**config.mk**
```make
export PLATFORM = sky130hd
export DESIGN_NAME = multitap_keypad_text_entry_flat
export DESIGN_NICKNAME = d
export VERILOG_FILES = /design/src/design/mtk_pkg.sv /design/src/design/mtk_if.sv /design/src/design/mtk_front.sv /design/src/design/mtk_fifo.sv /design/src/design/mtk_back.sv /design/src/design/multitap_keypad_text_entry.sv /design/src/flat_wrapper.sv
export SDC_FILE = /design/constraint.sdc
export NUM_CORES = 1
export LEC_CHECK = 0
export BUFFER_PORTS_ARGS = -buffer_cell sky130_fd_sc_hd__buf_2
export CAP_MARGIN = 0
export CORE_ASPECT_RATIO = 1.2
export CORE_MARGIN = 2
export CORE_UTILIZATION = 55
export CTS_CLUSTER_DIAMETER = 120
export DETAILED_ROUTE_END_ITERATION = 6
export GPL_ROUTABILITY_DRIVEN = 0
export HOLD_SLACK_MARGIN = 0.12
export PLACE_DENSITY = 0.87
export SKIP_LAST_GASP = 1
export SYNTH_ARGS = -nofsm -noshare
export SYNTH_HDL_FRONTEND = slang
export SYNTH_HIERARCHICAL = 1
export SYNTH_SLANG_ARGS = --single-unit
```
**constraint.sdc**
```tcl
create_clock -name clk_i -period 6.6 [get_ports clk_i]
set_clock_uncertainty 0.15 [all_clocks]
set_input_delay 0 -clock clk_i [delete_from_list [all_inputs] [get_ports clk_i]]
set_output_delay 0 -clock clk_i [all_outputs]
set_load 0.005 [all_outputs]
```
**src/design/mtk_pkg.sv**
```systemverilog
// ----------------------------------------------------------------------------
// mtk_pkg
// types, codes and the character lists of the multi-tap keypad text entry
// ----------------------------------------------------------------------------
package mtk_pkg;

  localparam int CountWidth = 16;
  localparam int QueueDepth = 4;
  localparam int PtrWidth   = $clog2(QueueDepth);
  localparam logic [15:0] TimeoutReset = 16'd1000;

  typedef enum logic [1:0] {
    OpKey  = 2'd0,
    OpTick = 2'd1,
    OpMode = 2'd2
  } op_e;

  typedef enum logic [1:0] {
    ModeUpper  = 2'd0,
    ModeLower  = 2'd1,
    ModeDigits = 2'd2
  } mode_e;

  typedef enum logic [1:0] {
    KindStatus = 2'd0,
    KindAppend = 2'd1,
    KindDelete = 2'd2
  } kind_e;

  localparam logic [7:0] KeyA     = 8'h41;
  localparam logic [7:0] KeyB     = 8'h42;
  localparam logic [7:0] KeyD     = 8'h44;
  localparam logic [7:0] KeyStar  = 8'h2A;
  localparam logic [7:0] KeyZero  = 8'h30;
  localparam logic [7:0] KeyNine  = 8'h39;
  localparam logic [7:0] KeySpace = 8'h20;
  localparam logic [7:0] UpperA   = 8'h41;
  localparam logic [7:0] UpperZ   = 8'h5A;
  localparam logic [7:0] CaseGap  = 8'd32;

  // work of one input item, handed from the front to the back
  typedef struct packed {
    logic [1:0] n_ev;
    kind_e      ev0_kind;
    logic [7:0] ev0_char;
    kind_e      ev1_kind;
    logic [7:0] ev1_char;
    logic [7:0] pending_char;
    mode_e      mode;
    logic       handled;
  } plan_t;

  function automatic logic [3:0] list_len(input logic [3:0] digit);
    logic [3:0] len;
    unique case (digit)
      4'd0:    len = 4'd2;
      4'd1:    len = 4'd9;
      4'd7:    len = 4'd5;
      4'd9:    len = 4'd5;
      4'd2, 4'd3, 4'd4, 4'd5, 4'd6, 4'd8: len = 4'd4;
      default: len = 4'd1;
    endcase
    return len;
  endfunction

  // lists are right-justified, first character in the highest used byte
  function automatic logic [71:0] list_row(input logic [3:0] digit);
    logic [71:0] row;
    unique case (digit)
      4'd0:    row = 72'(" 0");
      4'd1:    row = 72'(".,?!@-_/1");
      4'd2:    row = 72'("ABC2");
      4'd3:    row = 72'("DEF3");
      4'd4:    row = 72'("GHI4");
      4'd5:    row = 72'("JKL5");
      4'd6:    row = 72'("MNO6");
      4'd7:    row = 72'("PQRS7");
      4'd8:    row = 72'("TUV8");
      4'd9:    row = 72'("WXYZ9");
      default: row = '0;
    endcase
    return row;
  endfunction

  function automatic logic [7:0] list_char(input logic [3:0] digit,
                                           input logic [3:0] pos,
                                           input logic       lower);
    logic [3:0]  len;
    logic [3:0]  p;
    logic [3:0]  idx;
    logic [71:0] row;
    logic [7:0]  c;
    len = list_len(digit);
    row = list_row(digit);
    p   = (pos >= len) ? 4'd0 : pos;
    idx = 4'(len - p - 4'd1);
    c   = row[{idx, 3'b000} +: 8];
    if (lower && c >= UpperA && c <= UpperZ) begin
      c = 8'(c + CaseGap);
    end
    return c;
  endfunction

endpackage

```
**src/design/mtk_if.sv**
```systemverilog
// ----------------------------------------------------------------------------
// mtk_in_if / mtk_out_if
// valid-ready channels for keypad items and for result words
// ----------------------------------------------------------------------------
interface mtk_in_if;
  logic       valid;
  logic       ready;
  logic [1:0] op;
  logic [7:0] key;
  logic [1:0] new_mode;

  modport source (output valid, output op, output key, output new_mode, input ready);
  modport sink   (input valid, input op, input key, input new_mode, output ready);
endinterface

interface mtk_out_if;
  logic       valid;
  logic       ready;
  logic [1:0] kind;
  logic [7:0] out_char;
  logic       pending_valid;
  logic [7:0] pending_char;
  logic [1:0] cur_mode;
  logic       handled;
  logic       last_of_run;

  modport source (output valid, output kind, output out_char, output pending_valid,
                  output pending_char, output cur_mode, output handled,
                  output last_of_run, input ready);
  modport sink   (input valid, input kind, input out_char, input pending_valid,
                  input pending_char, input cur_mode, input handled,
                  input last_of_run, output ready);
endinterface

```
**src/design/mtk_front.sv**
```systemverilog
// ----------------------------------------------------------------------------
// mtk_front
// accepts keypad items, keeps the entry state and builds one plan per item
// ----------------------------------------------------------------------------
module mtk_front (
  input  logic                 clk_i,
  input  logic                 rst_ni,
  mtk_in_if.sink               in_i,
  input  logic [15:0]          timeout_i,
  output logic                 push_valid_o,
  output mtk_pkg::plan_t       push_plan_o,
  input  logic                 push_ready_i
);

  logic [7:0]                      pending_q, pending_d;
  logic [7:0]                      prev_q, prev_d;
  logic [3:0]                      cyc_q, cyc_d;
  logic [15:0]                     elapsed_q, elapsed_d;
  mtk_pkg::mode_e                  mode_q, mode_d;
  logic [mtk_pkg::CountWidth-1:0]  count_q, count_d, count_1;

  logic           pend, is_digit, cycling, do_commit, c_ev;
  logic           x_ev;
  mtk_pkg::kind_e x_kind;
  logic [7:0]     x_char;
  logic           handled;
  logic [15:0]    elapsed_inc;
  logic [3:0]     digit, pos_inc, pos;
  logic           fire;

  assign fire         = in_i.valid && push_ready_i;
  assign in_i.ready   = push_ready_i;
  assign push_valid_o = in_i.valid;

  assign pend        = pending_q != 8'd0;
  assign digit       = in_i.key[3:0];
  assign is_digit    = in_i.key >= mtk_pkg::KeyZero && in_i.key <= mtk_pkg::KeyNine;
  assign cycling     = in_i.key == prev_q && elapsed_q < timeout_i && pend;
  assign elapsed_inc = (elapsed_q == 16'hFFFF) ? elapsed_q : 16'(elapsed_q + 16'd1);
  assign pos_inc     = 4'(cyc_q + 4'd1);

  always_comb begin
    do_commit = 1'b0;
    unique case (in_i.op)
      mtk_pkg::OpKey: begin
        do_commit = in_i.key == mtk_pkg::KeyD || in_i.key == mtk_pkg::KeyB ||
                    in_i.key == mtk_pkg::KeyA ||
                    (is_digit && (mode_q == mtk_pkg::ModeDigits || !cycling));
      end
      mtk_pkg::OpTick: do_commit = elapsed_inc >= timeout_i;
      mtk_pkg::OpMode: do_commit = 1'b1;
      default:         do_commit = 1'b0;
    endcase
  end

  assign c_ev = do_commit && pend;

  always_comb begin
    pending_d = c_ev ? 8'd0 : pending_q;
    prev_d    = c_ev ? 8'd0 : prev_q;
    cyc_d     = c_ev ? 4'd0 : cyc_q;
    elapsed_d = elapsed_q;
    mode_d    = mode_q;
    x_ev      = 1'b0;
    x_kind    = mtk_pkg::KindAppend;
    x_char    = 8'd0;
    handled   = 1'b0;
    pos       = 4'd0;
    unique case (in_i.op)
      mtk_pkg::OpKey: begin
        priority if (in_i.key == mtk_pkg::KeyD) begin
          handled = 1'b1;
          unique case (mode_q)
            mtk_pkg::ModeUpper: mode_d = mtk_pkg::ModeLower;
            mtk_pkg::ModeLower: mode_d = mtk_pkg::ModeDigits;
            default:            mode_d = mtk_pkg::ModeUpper;
          endcase
        end else if (in_i.key == mtk_pkg::KeyStar) begin
          handled = 1'b1;
          if (pend) begin
            pending_d = 8'd0;
            prev_d    = 8'd0;
            cyc_d     = 4'd0;
          end else if (count_q != '0) begin
            x_ev   = 1'b1;
            x_kind = mtk_pkg::KindDelete;
          end
        end else if (in_i.key == mtk_pkg::KeyB) begin
          handled = 1'b1;
          x_ev    = 1'b1;
          x_char  = mtk_pkg::KeySpace;
        end else if (in_i.key == mtk_pkg::KeyA) begin
          handled = 1'b1;
        end else if (is_digit) begin
          handled = 1'b1;
          if (mode_q == mtk_pkg::ModeDigits) begin
            x_ev   = 1'b1;
            x_char = in_i.key;
          end else begin
            if (cycling) begin
              pos = (pos_inc >= mtk_pkg::list_len(digit)) ? 4'd0 : pos_inc;
            end else begin
              prev_d = in_i.key;
            end
            cyc_d     = pos;
            pending_d = mtk_pkg::list_char(digit, pos, mode_q == mtk_pkg::ModeLower);
            elapsed_d = 16'd0;
          end
        end else begin
          handled = 1'b0;
        end
      end
      mtk_pkg::OpTick: begin
        handled   = 1'b1;
        elapsed_d = elapsed_inc;
      end
      mtk_pkg::OpMode: begin
        handled = 1'b1;
        mode_d  = (in_i.new_mode == mtk_pkg::ModeUpper) ? mtk_pkg::ModeUpper :
                  (in_i.new_mode == mtk_pkg::ModeLower) ? mtk_pkg::ModeLower :
                  mtk_pkg::ModeDigits;
      end
      default: handled = 1'b0;
    endcase
  end

  // saturating count, commit first and then the extra word
  always_comb begin
    count_1 = (c_ev && count_q != '1) ? count_q + 1'b1 : count_q;
    count_d = count_1;
    if (x_ev && x_kind == mtk_pkg::KindAppend && count_1 != '1) begin
      count_d = count_1 + 1'b1;
    end else if (x_ev && x_kind == mtk_pkg::KindDelete) begin
      count_d = count_1 - 1'b1;
    end
  end

  always_comb begin
    push_plan_o.n_ev         = 2'({1'b0, c_ev} + {1'b0, x_ev});
    push_plan_o.ev0_kind     = c_ev ? mtk_pkg::KindAppend : x_kind;
    push_plan_o.ev0_char     = c_ev ? pending_q : x_char;
    push_plan_o.ev1_kind     = x_kind;
    push_plan_o.ev1_char     = x_char;
    push_plan_o.pending_char = pending_d;
    push_plan_o.mode         = mode_d;
    push_plan_o.handled      = handled;
  end

  always_ff @(posedge clk_i or negedge rst_ni) begin
    if (!rst_ni) begin
      pending_q <= 8'd0;
      prev_q    <= 8'd0;
      cyc_q     <= 4'd0;
      elapsed_q <= 16'd0;
      mode_q    <= mtk_pkg::ModeLower;
      count_q   <= '0;
    end else if (fire) begin
      pending_q <= pending_d;
      prev_q    <= prev_d;
      cyc_q     <= cyc_d;
      elapsed_q <= elapsed_d;
      mode_q    <= mode_d;
      count_q   <= count_d;
    end
  end

endmodule

```
**src/design/mtk_fifo.sv**
```systemverilog
// ----------------------------------------------------------------------------
// mtk_fifo
// short plan queue between the front and the back
// ----------------------------------------------------------------------------
module mtk_fifo (
  input  logic                clk_i,
  input  logic                rst_ni,
  input  logic                push_valid_i,
  input  mtk_pkg::plan_t      push_plan_i,
  output logic                push_ready_o,
  output logic                pop_valid_o,
  output mtk_pkg::plan_t      pop_plan_o,
  input  logic                pop_ready_i
);

  mtk_pkg::plan_t                mem_q [mtk_pkg::QueueDepth];
  logic [mtk_pkg::PtrWidth-1:0]  wr_q, rd_q;
  logic [mtk_pkg::PtrWidth:0]    cnt_q;
  logic                          push, pop;

  assign push_ready_o = cnt_q != (mtk_pkg::PtrWidth+1)'(mtk_pkg::QueueDepth);
  assign pop_valid_o  = cnt_q != '0;
  assign pop_plan_o   = mem_q[rd_q];
  assign push         = push_valid_i && push_ready_o;
  assign pop          = pop_valid_o && pop_ready_i;

  always_ff @(posedge clk_i) begin
    if (push) begin
      mem_q[wr_q] <= push_plan_i;
    end
  end

  always_ff @(posedge clk_i or negedge rst_ni) begin
    if (!rst_ni) begin
      wr_q  <= '0;
      rd_q  <= '0;
      cnt_q <= '0;
    end else begin
      if (push) begin
        wr_q <= wr_q + 1'b1;
      end
      if (pop) begin
        rd_q <= rd_q + 1'b1;
      end
      if (push && !pop) begin
        cnt_q <= cnt_q + 1'b1;
      end else if (pop && !push) begin
        cnt_q <= cnt_q - 1'b1;
      end
    end
  end

endmodule

```
**src/design/mtk_back.sv**
```systemverilog
// ----------------------------------------------------------------------------
// mtk_back
// plays one plan out as event words followed by a status word
// ----------------------------------------------------------------------------
module mtk_back (
  input  logic                clk_i,
  input  logic                rst_ni,
  input  logic                pop_valid_i,
  input  mtk_pkg::plan_t      pop_plan_i,
  output logic                pop_ready_o,
  mtk_out_if.source           out_o
);

  logic           cur_q;
  mtk_pkg::plan_t plan_q;
  logic [1:0]     idx_q;
  logic           last, fire;

  assign last        = idx_q == plan_q.n_ev;
  assign fire        = out_o.valid && out_o.ready;
  assign pop_ready_o = !cur_q || (fire && last);

  always_comb begin
    out_o.valid         = cur_q;
    out_o.last_of_run   = last;
    out_o.pending_valid = plan_q.pending_char != 8'd0;
    out_o.pending_char  = plan_q.pending_char;
    out_o.cur_mode      = plan_q.mode;
    out_o.handled       = plan_q.handled;
    if (last) begin
      out_o.kind     = mtk_pkg::KindStatus;
      out_o.out_char = 8'd0;
    end else if (idx_q == 2'd0) begin
      out_o.kind     = plan_q.ev0_kind;
      out_o.out_char = plan_q.ev0_char;
    end else begin
      out_o.kind     = plan_q.ev1_kind;
      out_o.out_char = plan_q.ev1_char;
    end
  end

  always_ff @(posedge clk_i) begin
    if (pop_valid_i && pop_ready_o) begin
      plan_q <= pop_plan_i;
    end
  end

  always_ff @(posedge clk_i or negedge rst_ni) begin
    if (!rst_ni) begin
      cur_q <= 1'b0;
      idx_q <= 2'd0;
    end else if (pop_ready_o) begin
      cur_q <= pop_valid_i;
      idx_q <= 2'd0;
    end else if (fire) begin
      idx_q <= idx_q + 2'd1;
    end
  end

endmodule

```
**src/design/multitap_keypad_text_entry.sv**
```systemverilog
// ----------------------------------------------------------------------------
// multitap_keypad_text_entry
// multi-tap keypad text entry with append and delete words for outside text
//
//   channel  dir  handshake        word
//   in_i     in   valid/ready      op, key, new_mode
//   out_o    out  valid/ready      kind, out_char, status fields, last_of_run
//   apb      in   psel/penable     timeout_ms at every address (paddr is ignored)
//
// the front takes one item per cycle while the 4-entry plan queue has room
// each item leaves as k+1 words (k = 0..2 events), one word per cycle while out_o.ready is high
// rst_ni clears all state, sets lowercase mode and timeout 1000
// an output stall fills the queue, then holds in_i.ready low
// ----------------------------------------------------------------------------
module multitap_keypad_text_entry (
  input  logic        clk_i,
  input  logic        rst_ni,
  mtk_in_if.sink      in_i,
  mtk_out_if.source   out_o,
  input  logic        psel,
  input  logic        penable,
  input  logic        pwrite,
  input  logic [1:0]  paddr,
  input  logic [31:0] pwdata,
  output logic [31:0] prdata,
  output logic        pready
);

  logic [15:0]    timeout_q;
  logic           push_valid, push_ready, pop_valid, pop_ready;
  mtk_pkg::plan_t push_plan, pop_plan;

  assign pready = 1'b1;
  assign prdata = {16'd0, timeout_q};

  // single register, all address bits are ignored
  always_ff @(posedge clk_i or negedge rst_ni) begin
    if (!rst_ni) begin
      timeout_q <= mtk_pkg::TimeoutReset;
    end else if (psel && penable && pwrite && pready) begin
      timeout_q <= pwdata[15:0];
    end
  end

  mtk_front u_front (
    .clk_i        (clk_i),
    .rst_ni       (rst_ni),
    .in_i         (in_i),
    .timeout_i    (timeout_q),
    .push_valid_o (push_valid),
    .push_plan_o  (push_plan),
    .push_ready_i (push_ready)
  );

  mtk_fifo u_fifo (
    .clk_i        (clk_i),
    .rst_ni       (rst_ni),
    .push_valid_i (push_valid),
    .push_plan_i  (push_plan),
    .push_ready_o (push_ready),
    .pop_valid_o  (pop_valid),
    .pop_plan_o   (pop_plan),
    .pop_ready_i  (pop_ready)
  );

  mtk_back u_back (
    .clk_i       (clk_i),
    .rst_ni      (rst_ni),
    .pop_valid_i (pop_valid),
    .pop_plan_i  (pop_plan),
    .pop_ready_o (pop_ready),
    .out_o       (out_o)
  );

  a_event_not_status: assert property (@(posedge clk_i) disable iff (!rst_ni)
    out_o.valid && !out_o.last_of_run |-> out_o.kind != mtk_pkg::KindStatus)
    else $error("event word carries status kind");

  a_status_clean: assert property (@(posedge clk_i) disable iff (!rst_ni)
    out_o.valid && out_o.last_of_run |-> out_o.kind == mtk_pkg::KindStatus &&
                                          out_o.out_char == 8'd0)
    else $error("status word carries an event");

  a_run_continues: assert property (@(posedge clk_i) disable iff (!rst_ni)
    out_o.valid && out_o.ready && !out_o.last_of_run |=> out_o.valid)
    else $error("run broken before its status word");

  a_pending_flag: assert property (@(posedge clk_i) disable iff (!rst_ni)
    out_o.valid |-> out_o.pending_valid == (out_o.pending_char != 8'd0))
    else $error("pending flag disagrees with pending character");

endmodule
```
**src/flat_wrapper.sv**
```systemverilog
// flat-port wrapper written by rule: the top's interface ports become plain ports
module multitap_keypad_text_entry_flat 
  (clk_i, rst_ni, psel, penable, pwrite, paddr, pwdata, prdata, pready, in_i_valid, in_i_op, in_i_key, in_i_new_mode, in_i_ready, out_o_valid, out_o_kind, out_o_out_char, out_o_pending_valid, out_o_pending_char, out_o_cur_mode, out_o_handled, out_o_last_of_run, out_o_ready);
  mtk_in_if in_i_i ();
  mtk_out_if out_o_i ();
  input  logic clk_i;
  input  logic rst_ni;
  input  logic psel;
  input  logic penable;
  input  logic pwrite;
  input  logic [1:0] paddr;
  input  logic [31:0] pwdata;
  output logic [31:0] prdata;
  output logic pready;
  input wire logic [$bits(in_i_i.valid)-1:0] in_i_valid;
  input wire logic [$bits(in_i_i.op)-1:0] in_i_op;
  input wire logic [$bits(in_i_i.key)-1:0] in_i_key;
  input wire logic [$bits(in_i_i.new_mode)-1:0] in_i_new_mode;
  output wire logic [$bits(in_i_i.ready)-1:0] in_i_ready;
  output wire logic [$bits(out_o_i.valid)-1:0] out_o_valid;
  output wire logic [$bits(out_o_i.kind)-1:0] out_o_kind;
  output wire logic [$bits(out_o_i.out_char)-1:0] out_o_out_char;
  output wire logic [$bits(out_o_i.pending_valid)-1:0] out_o_pending_valid;
  output wire logic [$bits(out_o_i.pending_char)-1:0] out_o_pending_char;
  output wire logic [$bits(out_o_i.cur_mode)-1:0] out_o_cur_mode;
  output wire logic [$bits(out_o_i.handled)-1:0] out_o_handled;
  output wire logic [$bits(out_o_i.last_of_run)-1:0] out_o_last_of_run;
  input wire logic [$bits(out_o_i.ready)-1:0] out_o_ready;
  assign in_i_i.valid = in_i_valid;
  assign in_i_i.op = in_i_op;
  assign in_i_i.key = in_i_key;
  assign in_i_i.new_mode = in_i_new_mode;
  assign in_i_ready = in_i_i.ready;
  assign out_o_valid = out_o_i.valid;
  assign out_o_kind = out_o_i.kind;
  assign out_o_out_char = out_o_i.out_char;
  assign out_o_pending_valid = out_o_i.pending_valid;
  assign out_o_pending_char = out_o_i.pending_char;
  assign out_o_cur_mode = out_o_i.cur_mode;
  assign out_o_handled = out_o_i.handled;
  assign out_o_last_of_run = out_o_i.last_of_run;
  assign out_o_i.ready = out_o_ready;
  multitap_keypad_text_entry u_core (.clk_i(clk_i), .rst_ni(rst_ni), .in_i(in_i_i), .out_o(out_o_i), .psel(psel), .penable(penable), .pwrite(pwrite), .paddr(paddr), .pwdata(pwdata), .prdata(prdata), .pready(pready));
endmodule
```
After elaboration in Yosys (flattened, before gate mapping) --
Memories as Yosys holds them, arrays and structs flattened. A register that Yosys moved wholly into a read port is not among the register bits. Index checks and enable logic that the tools add are counted.
Word-level totals: register bits 80, bits in writable memories 132, output and inout port bits 58, bits in read-only memories 864, bits of input ports 53, logic and storage cells 220, memories kept 4
Cells by class: shifts and indexed selects 1, reduce and logical (&&, ||, !) cells 41, mux-type cells 117, add/subtract/negate cells 14, order comparisons 8, eq/ne operators 23
Memory list:
- (no name shown) | words 16, bits a word 46, read ports 1, clocked after memory_dff 0, wr ports 0, line mtk_pkg.sv:69 | unique case (digit)
- u_core.u_fifo.mem_q | words 4, bits a word 33, read ports 1, clocked after memory_dff 1, wr ports 1, line mtk_fifo.sv:16 | mtk_pkg::plan_t mem_q [mtk_pkg::QueueDepth];
- (no name shown) | words 16, bits a word 4, read ports 1, clocked after memory_dff 0, wr ports 0, line mtk_pkg.sv:55 | unique case (digit)
- (no name shown) | words 16, bits a word 4, read ports 1, clocked after memory_dff 0, wr ports 0, line mtk_pkg.sv:55
Operators by type and width (count):
- 2-to-1 mux 72 bit | 7
- 2-to-1 mux 8 bit | 30
- 2-to-1 mux 16 bit | 10
- 2-to-1 mux 4 bit | 34
- indexed part select 72 x 8 -> 8 bit | 1
- adder 16 x 1 -> 16 bit (second input constant) | 3
- inequality test 16 bit (second input constant) | 2
- case mux 16 bit (2 select lines) | 1
- 2-to-1 mux 2 bit | 13
- equality test 8 x 7 -> 1 bit (second input constant) | 3
- logical AND 1 bit | 19
- equality test 16 bit (second input constant) | 1
- >= comparator 16 bit | 1
- < comparator 16 bit | 1
- 2-to-1 mux 1 bit | 16
- nonzero test 16 bit | 1
- nonzero test 8 bit | 2
- subtractor 16 x 1 -> 16 bit (second input constant) | 1
- inequality test 2 bit (second input constant) | 6
- adder 8 x 6 -> 8 bit (second input constant) | 1
- equality test 2 x 1 -> 1 bit (second input constant) | 4
- equality test 8 x 6 -> 1 bit (second input constant) | 1
- equality test 8 bit | 1
- >= comparator 4 bit | 2
- 25 further kinds | 43

Longest topological paths before layout --
depth after elaboration 37, depth in mapped cells 33, mapped depth without buffers 30

By module --
Netlist, hierarchy kept.
By module, submodules not included:
- mtk_front | seq. area each 1352.5 um2, instances 1, area each 6949.2 um2, cells each 930
- mtk_fifo | seq. area each 4139.0 um2, instances 1, area each 5223.8 um2, cells each 208
- mtk_back | seq. area each 1066.0 um2, instances 1, area each 1426.4 um2, cells each 90
- multitap_keypad_text_entry | seq. area each 407.9 um2, instances 1, area each 789.5 um2, cells each 53

Least setup slack after synthesis --
Ideal clock, no wire load.
path kind reg-to-reg, start register u_core.timeout_q[9], end memory u_core/u_fifo/mem_q[0][8] in the netlist's numbering, data pin, required time 6.184 ns, cell stages (with the launch flop) 28, library setup time 0.266 ns, buffers on the path 0, slack 0.080 ns, clock period less this slack 6.520 ns, data arrival time 6.104 ns, path through dfstp_2 -> inv_1 -> ha_1 -> a21oi_1 -> o21ai_0 -> a2111oi_0 -> a2111oi_2 -> nor2_1 -> o211ai_1 -> or2_2 -> ha_1 -> nand2b_1 -> a21o_1 -> a21o_1 -> a21o_1 -> or3_1 -> ha_1 -> inv_1 -> fa_1 -> mux2_2 -> a211oi_1 -> a211oi_1 -> a31o_2 -> mux2_2 -> nor2_1 -> a31oi_1 -> a31o_2 -> a22o_1
RTL lines:
- start: declaration | line multitap_keypad_text_entry.sv:29 | logic [15:0] timeout_q;
- start signal: assignment | line multitap_keypad_text_entry.sv:39 | timeout_q <= mtk_pkg::TimeoutReset;
- start signal: assignment | line multitap_keypad_text_entry.sv:41 | timeout_q <= pwdata[15:0];
- end: declaration | line mtk_fifo.sv:16

==> impl_metrics.sql <==
INSERT INTO impl_metrics (metric_group, metric, value, unit) VALUES
('outcome', 'result_of_the_run', 'finished clean', ''),
('critical_path', 'cpMaxStageDelayCell', 'sky130_fd_sc_hd__dfstp_2', ''),
('grt', 'grtUsageTotal', '0.253', ''),
('synth', 'synth-async-reset-ratio', '0.327', ''),
('final_layout', 'synthToLayoutAreaGrowth', '16.0', '%'),
('timing', 'fin_hold_ws', '0.138', 'ns'),
('synth', 'synth_top_area_cell', 'sky130_fd_sc_hd__edfxtp_1', ''),
('synth', 'synth-main-ff-cell', 'sky130_fd_sc_hd__edfxtp_1', ''),
('clock_tree', 'cts_max_path_buffers', '3', ''),
('timing', 'setup_repair_after_global_routing_missed_its_margin', 'true', ''),
('synth', 'synth.top_cells.by_area', 'sky130_fd_sc_hd__edfxtp_1 34%, sky130_fd_sc_hd__dfrtp_1 13%, sky130_fd_sc_hd__ha_1 5.7%, sky130_fd_sc_hd__mux4_2 4.4%, sky130_fd_sc_hd__nand2_1 3.3%', ''),
('synth', 'synth-xor-area-share', '0.0352', ''),
('synth', 'synth_unique_cells', '99', ''),
('die', 'die-width', '152', 'um'),
('critical_path', 'setup.worst_path.start_class', 'register', ''),
('detailed_routing', 'post_drt_via_cell_ratio', '6.29', ''),
('critical_path', 'arrival', '6.68', 'ns'),
('timing', 'tightest_slew', '1.09', 'ns'),
('detailed_routing', 'firstDrtPassIters', '5', ''),
('synth', 'synth_top_family_by_area', 'simple AND/OR/NAND/NOR gates', ''),
('detailed_routing', 'dr_total_vias', '11100', ''),
('synth', 'post_synth_and_or_nand_nor_area_fraction', '0.142', ''),
('placement', 'port_buffer_cells', '75', ''),
('grt', 'grt_pass1_wl', '55900', 'um'),
('clock_tree', 'clockRootBuffer', 'sky130_fd_sc_hd__clkbuf_16', ''),
('die', 'num_rows', '64', ''),
('pwr', 'highest_ir_drop_seen_on_vdd', '234', 'uV'),
('final_layout', 'num_antenna_cells', '0', ''),
('timing', 'finalMaxSlewViolations', '0', ''),
('pwr', 'powerDensity', '321', 'nW/um^2'),
('critical_path', 'critical_path_class', 'reg2reg', ''),
('timing', 'timing.final.crit_share', '0.994', ''),
('critical_path', 'required', '6.73', 'ns'),
('final_layout', 'layout_nets', '1541', ''),
('placement', 'dp.cells', '1656', ''),
('grt', 'remaining_global_route_overflow', '0', ''),
('grt', 'maximum_number_of_pins_on_one_net_before_global_route_repair', '80', ''),
('timing', 'max-slew-margin-rel', '0.273', ''),
('clock_tree', 'clock_tree_from_tritoncts', 'built', ''),
('synth', 'synth_edf_count', '165', ''),
('die', 'die_height', '181', 'um'),
('detailed_routing', 'routed_wire_length_per_instance', '19.7', 'um'),
('clock_tree', 'clock_insertion_delay_worst_skew', '0.53', 'ns'),
('die', 'initial_core_util', '0.562', ''),
('final_layout', 'finalNonFillerCells', '1769', ''),
('hold_path', 'min-delay-path-class', 'in2reg', ''),
('clock_tree', 'htree_num_levels', '1', ''),
('synth', 'postSynthRegisterBits', '245', ''),
('timing', 'layout_min_cycle_time', '6.56', 'ns'),
('timing', 'final.setup.worst_slack', '0.0421', 'ns'),
('synth', 'post_synth_instance_area', '14400', 'um^2'),
('timing', 'hold_viol_final', '0', ''),
('critical_path', 'worst_path_largest_cell_delay', '0.57', 'ns'),
('job', 'max-cap-violations', '0', ''),
('synth', 'synth.cells.most_frequent', '165 x sky130_fd_sc_hd__edfxtp_1, 128 x sky130_fd_sc_hd__nand2_1, 88 x sky130_fd_sc_hd__nor2_1, 73 x sky130_fd_sc_hd__dfrtp_1, 65 x sky130_fd_sc_hd__ha_1', ''),
('detailed_routing', 'drt_iter0_markers', '914', ''),
('clock_tree', 'tritoncts_sink_count', '245', ''),
('clock_tree', 'number_of_clock_buffers_inserted_by_tritoncts', '24', ''),
('critical_path', 'critPathMostFrequentCell', 'sky130_fd_sc_hd__a21o_1', ''),
('synth', 'avgSynthCellArea', '11.2', 'um^2'),
('synth', 'synth.top_cell.area_share', '0.344', ''),
('synth', 'synth.area.mux_share', '0.0905', ''),
('timing', 'finalSetupViolCount', '0', ''),
('die', 'floorplan.die_area', '27500', 'um^2'),
('die', 'ioPinCount', '111', ''),
('timing', 'highest_clock_rate', '152', 'MHz'),
('detailed_routing', 'drt_drc_violations_left', '0', ''),
('detailed_routing', 'drtAntennaViolNets', '0', ''),
('synth', 'post_synth_fa_ha_maj_area_fraction', '0.0593', ''),
('final_layout', 'drive_above_1_share', '0.208', ''),
('synth', 'yosys.cell_count.top_type', 'sky130_fd_sc_hd__edfxtp_1', '');
power by group:
part	switching [W]	leakage, nW	internal (W)
combinational	0.000950	3.65	0.000753
clock	0.000593	0.387	0.000766
sequential	0.000236	2.53	0.00206
layer usage:
metal | vias up | track usage | wire length, um
met5 | - | 0 | 0
met4 | 0 | 0.103 | 1410
li1 | 5012 | - | -
met1 | 5386 | 0.306 | 12900
met3 | 124 | 0.0321 | 2450
met2 | 600 | 0.450 | 18100
worst paths after layout:
check                                                 end  cells after the start  slack, ns                startpoint
worst max-delay path            u_core/u_fifo/mem_q[1][8]                     30       0.04       u_core/timeout_q[6]
min in group asynchronous             u_core/timeout_q[4]                      3       0.16                    rst_ni
max in group asynchronous           u_core/u_fifo/rd_q[0]                      3       5.37                    rst_ni
worst min-delay path            u_core/u_back/out_o.valid                      3       0.14               out_o_ready
worst max register to register  u_core/u_fifo/mem_q[1][8]                     30       0.04       u_core/timeout_q[6]
worst min register to register   u_core/u_front/prev_q[5]                      1       0.35  u_core/u_front/prev_q[5]
logic make-up after synthesis:
group | Yosys count
AOI/OAI and AO/OA | 273
and+or+nand+nor | 409
other | 3
DFF | 245
buffers and inverters | 148
muxes | 79
xor gates and xnor gates | 57
adders and majority gates | 67
area by class of cell:
class | count | area (um^2)
Tap cell | 330 | 413
Sequential cell | 245 | 6970
Inverter | 57 | 214
Clock buffer | 27 | 622
Fill cell | 1841 | 8940
Multi-Input combinational cell | 904 | 6920
Timing Repair Buffer | 189 | 1390
Clock inverter | 17 | 165
sequential cells by signal, indices dropped and copies added (netlist names):
register / cells
u_core/timeout_q: 16
u_core/u_back/out_o.pending_char: 8
u_core/u_front/pending_q: 8
u_core/u_back/plan_q: 22
u_core/u_back/out_o.valid: 1
u_core/u_front/elapsed_q: 16
u_core/u_front/count_q: 16
u_core/u_fifo/mem_q: 132
u_core/u_back/out_o.cur_mode: 2
u_core/u_fifo/rd_q: 2
u_core/u_front/cyc_q: 4
u_core/u_front/mode_q: 2
u_core/u_back/idx_q: 2
u_core/u_back/out_o.handled: 1
u_core/u_front/prev_q: 8
u_core/u_fifo/wr_q: 2
u_core/u_fifo/cnt_q: 3
timing repair:
action / in CTS / in global routing
pin swaps: 1 / 22
hold buffers: 61 / 0
gates resized for setup: 7 / 33
endpoints found under the hold margin: 153 / 0
setup buffers: 0 / 8
setup endpoints to repair: 21 / 35
critical path, delay by kind of cell (launching register included):
kind / cells / cell delay [ns]
AOI/OAI and AO/OA: 13 / 2.36
adders and majority gates: 4 / 1.24
buffers and inverters: 4 / 0.43
DFF: 1 / 0.57
and+or+nand+nor: 9 / 1.57
per-stage QoR:
step                      area (um^2)  power [W]  TNS [ns]
after floorplan                 14400    0.00349         0
after global placement          15000    0.00382     -2.23
after detailed placement        15000    0.00392     -5.75
after CTS                       16400    0.00533         0
after global routing            16700    0.00564     -1.77
final                           16700    0.00536         0
cell usage in the layout (no fill, tap or decap), types with 17 or more instances in the layout:
master                          Yosys  layout
sky130_fd_sc_hd__edfxtp_1         165     165
sky130_fd_sc_hd__nand2_1          128     127
sky130_fd_sc_hd__nor2_1            88      86
sky130_fd_sc_hd__buf_2              9      74
sky130_fd_sc_hd__dfrtp_1           73      71
sky130_fd_sc_hd__dlygate4sd3_1      0      61
sky130_fd_sc_hd__ha_1              65      60
sky130_fd_sc_hd__a21oi_1           59      56
sky130_fd_sc_hd__inv_1             57      55
sky130_fd_sc_hd__buf_4             32      53
sky130_fd_sc_hd__o21ai_0           55      51
sky130_fd_sc_hd__nand3_1           42      42
sky130_fd_sc_hd__xnor2_1           37      37
sky130_fd_sc_hd__nor3_1            31      30
sky130_fd_sc_hd__mux4_2            28      28
sky130_fd_sc_hd__clkbuf_16          0      24
sky130_fd_sc_hd__conb_1             3      19
sky130_fd_sc_hd__xor2_1            19      19
sky130_fd_sc_hd__mux2i_1           17      17
sky130_fd_sc_hd__nand4_1           17      17
(Power assumes the default switching activity.)
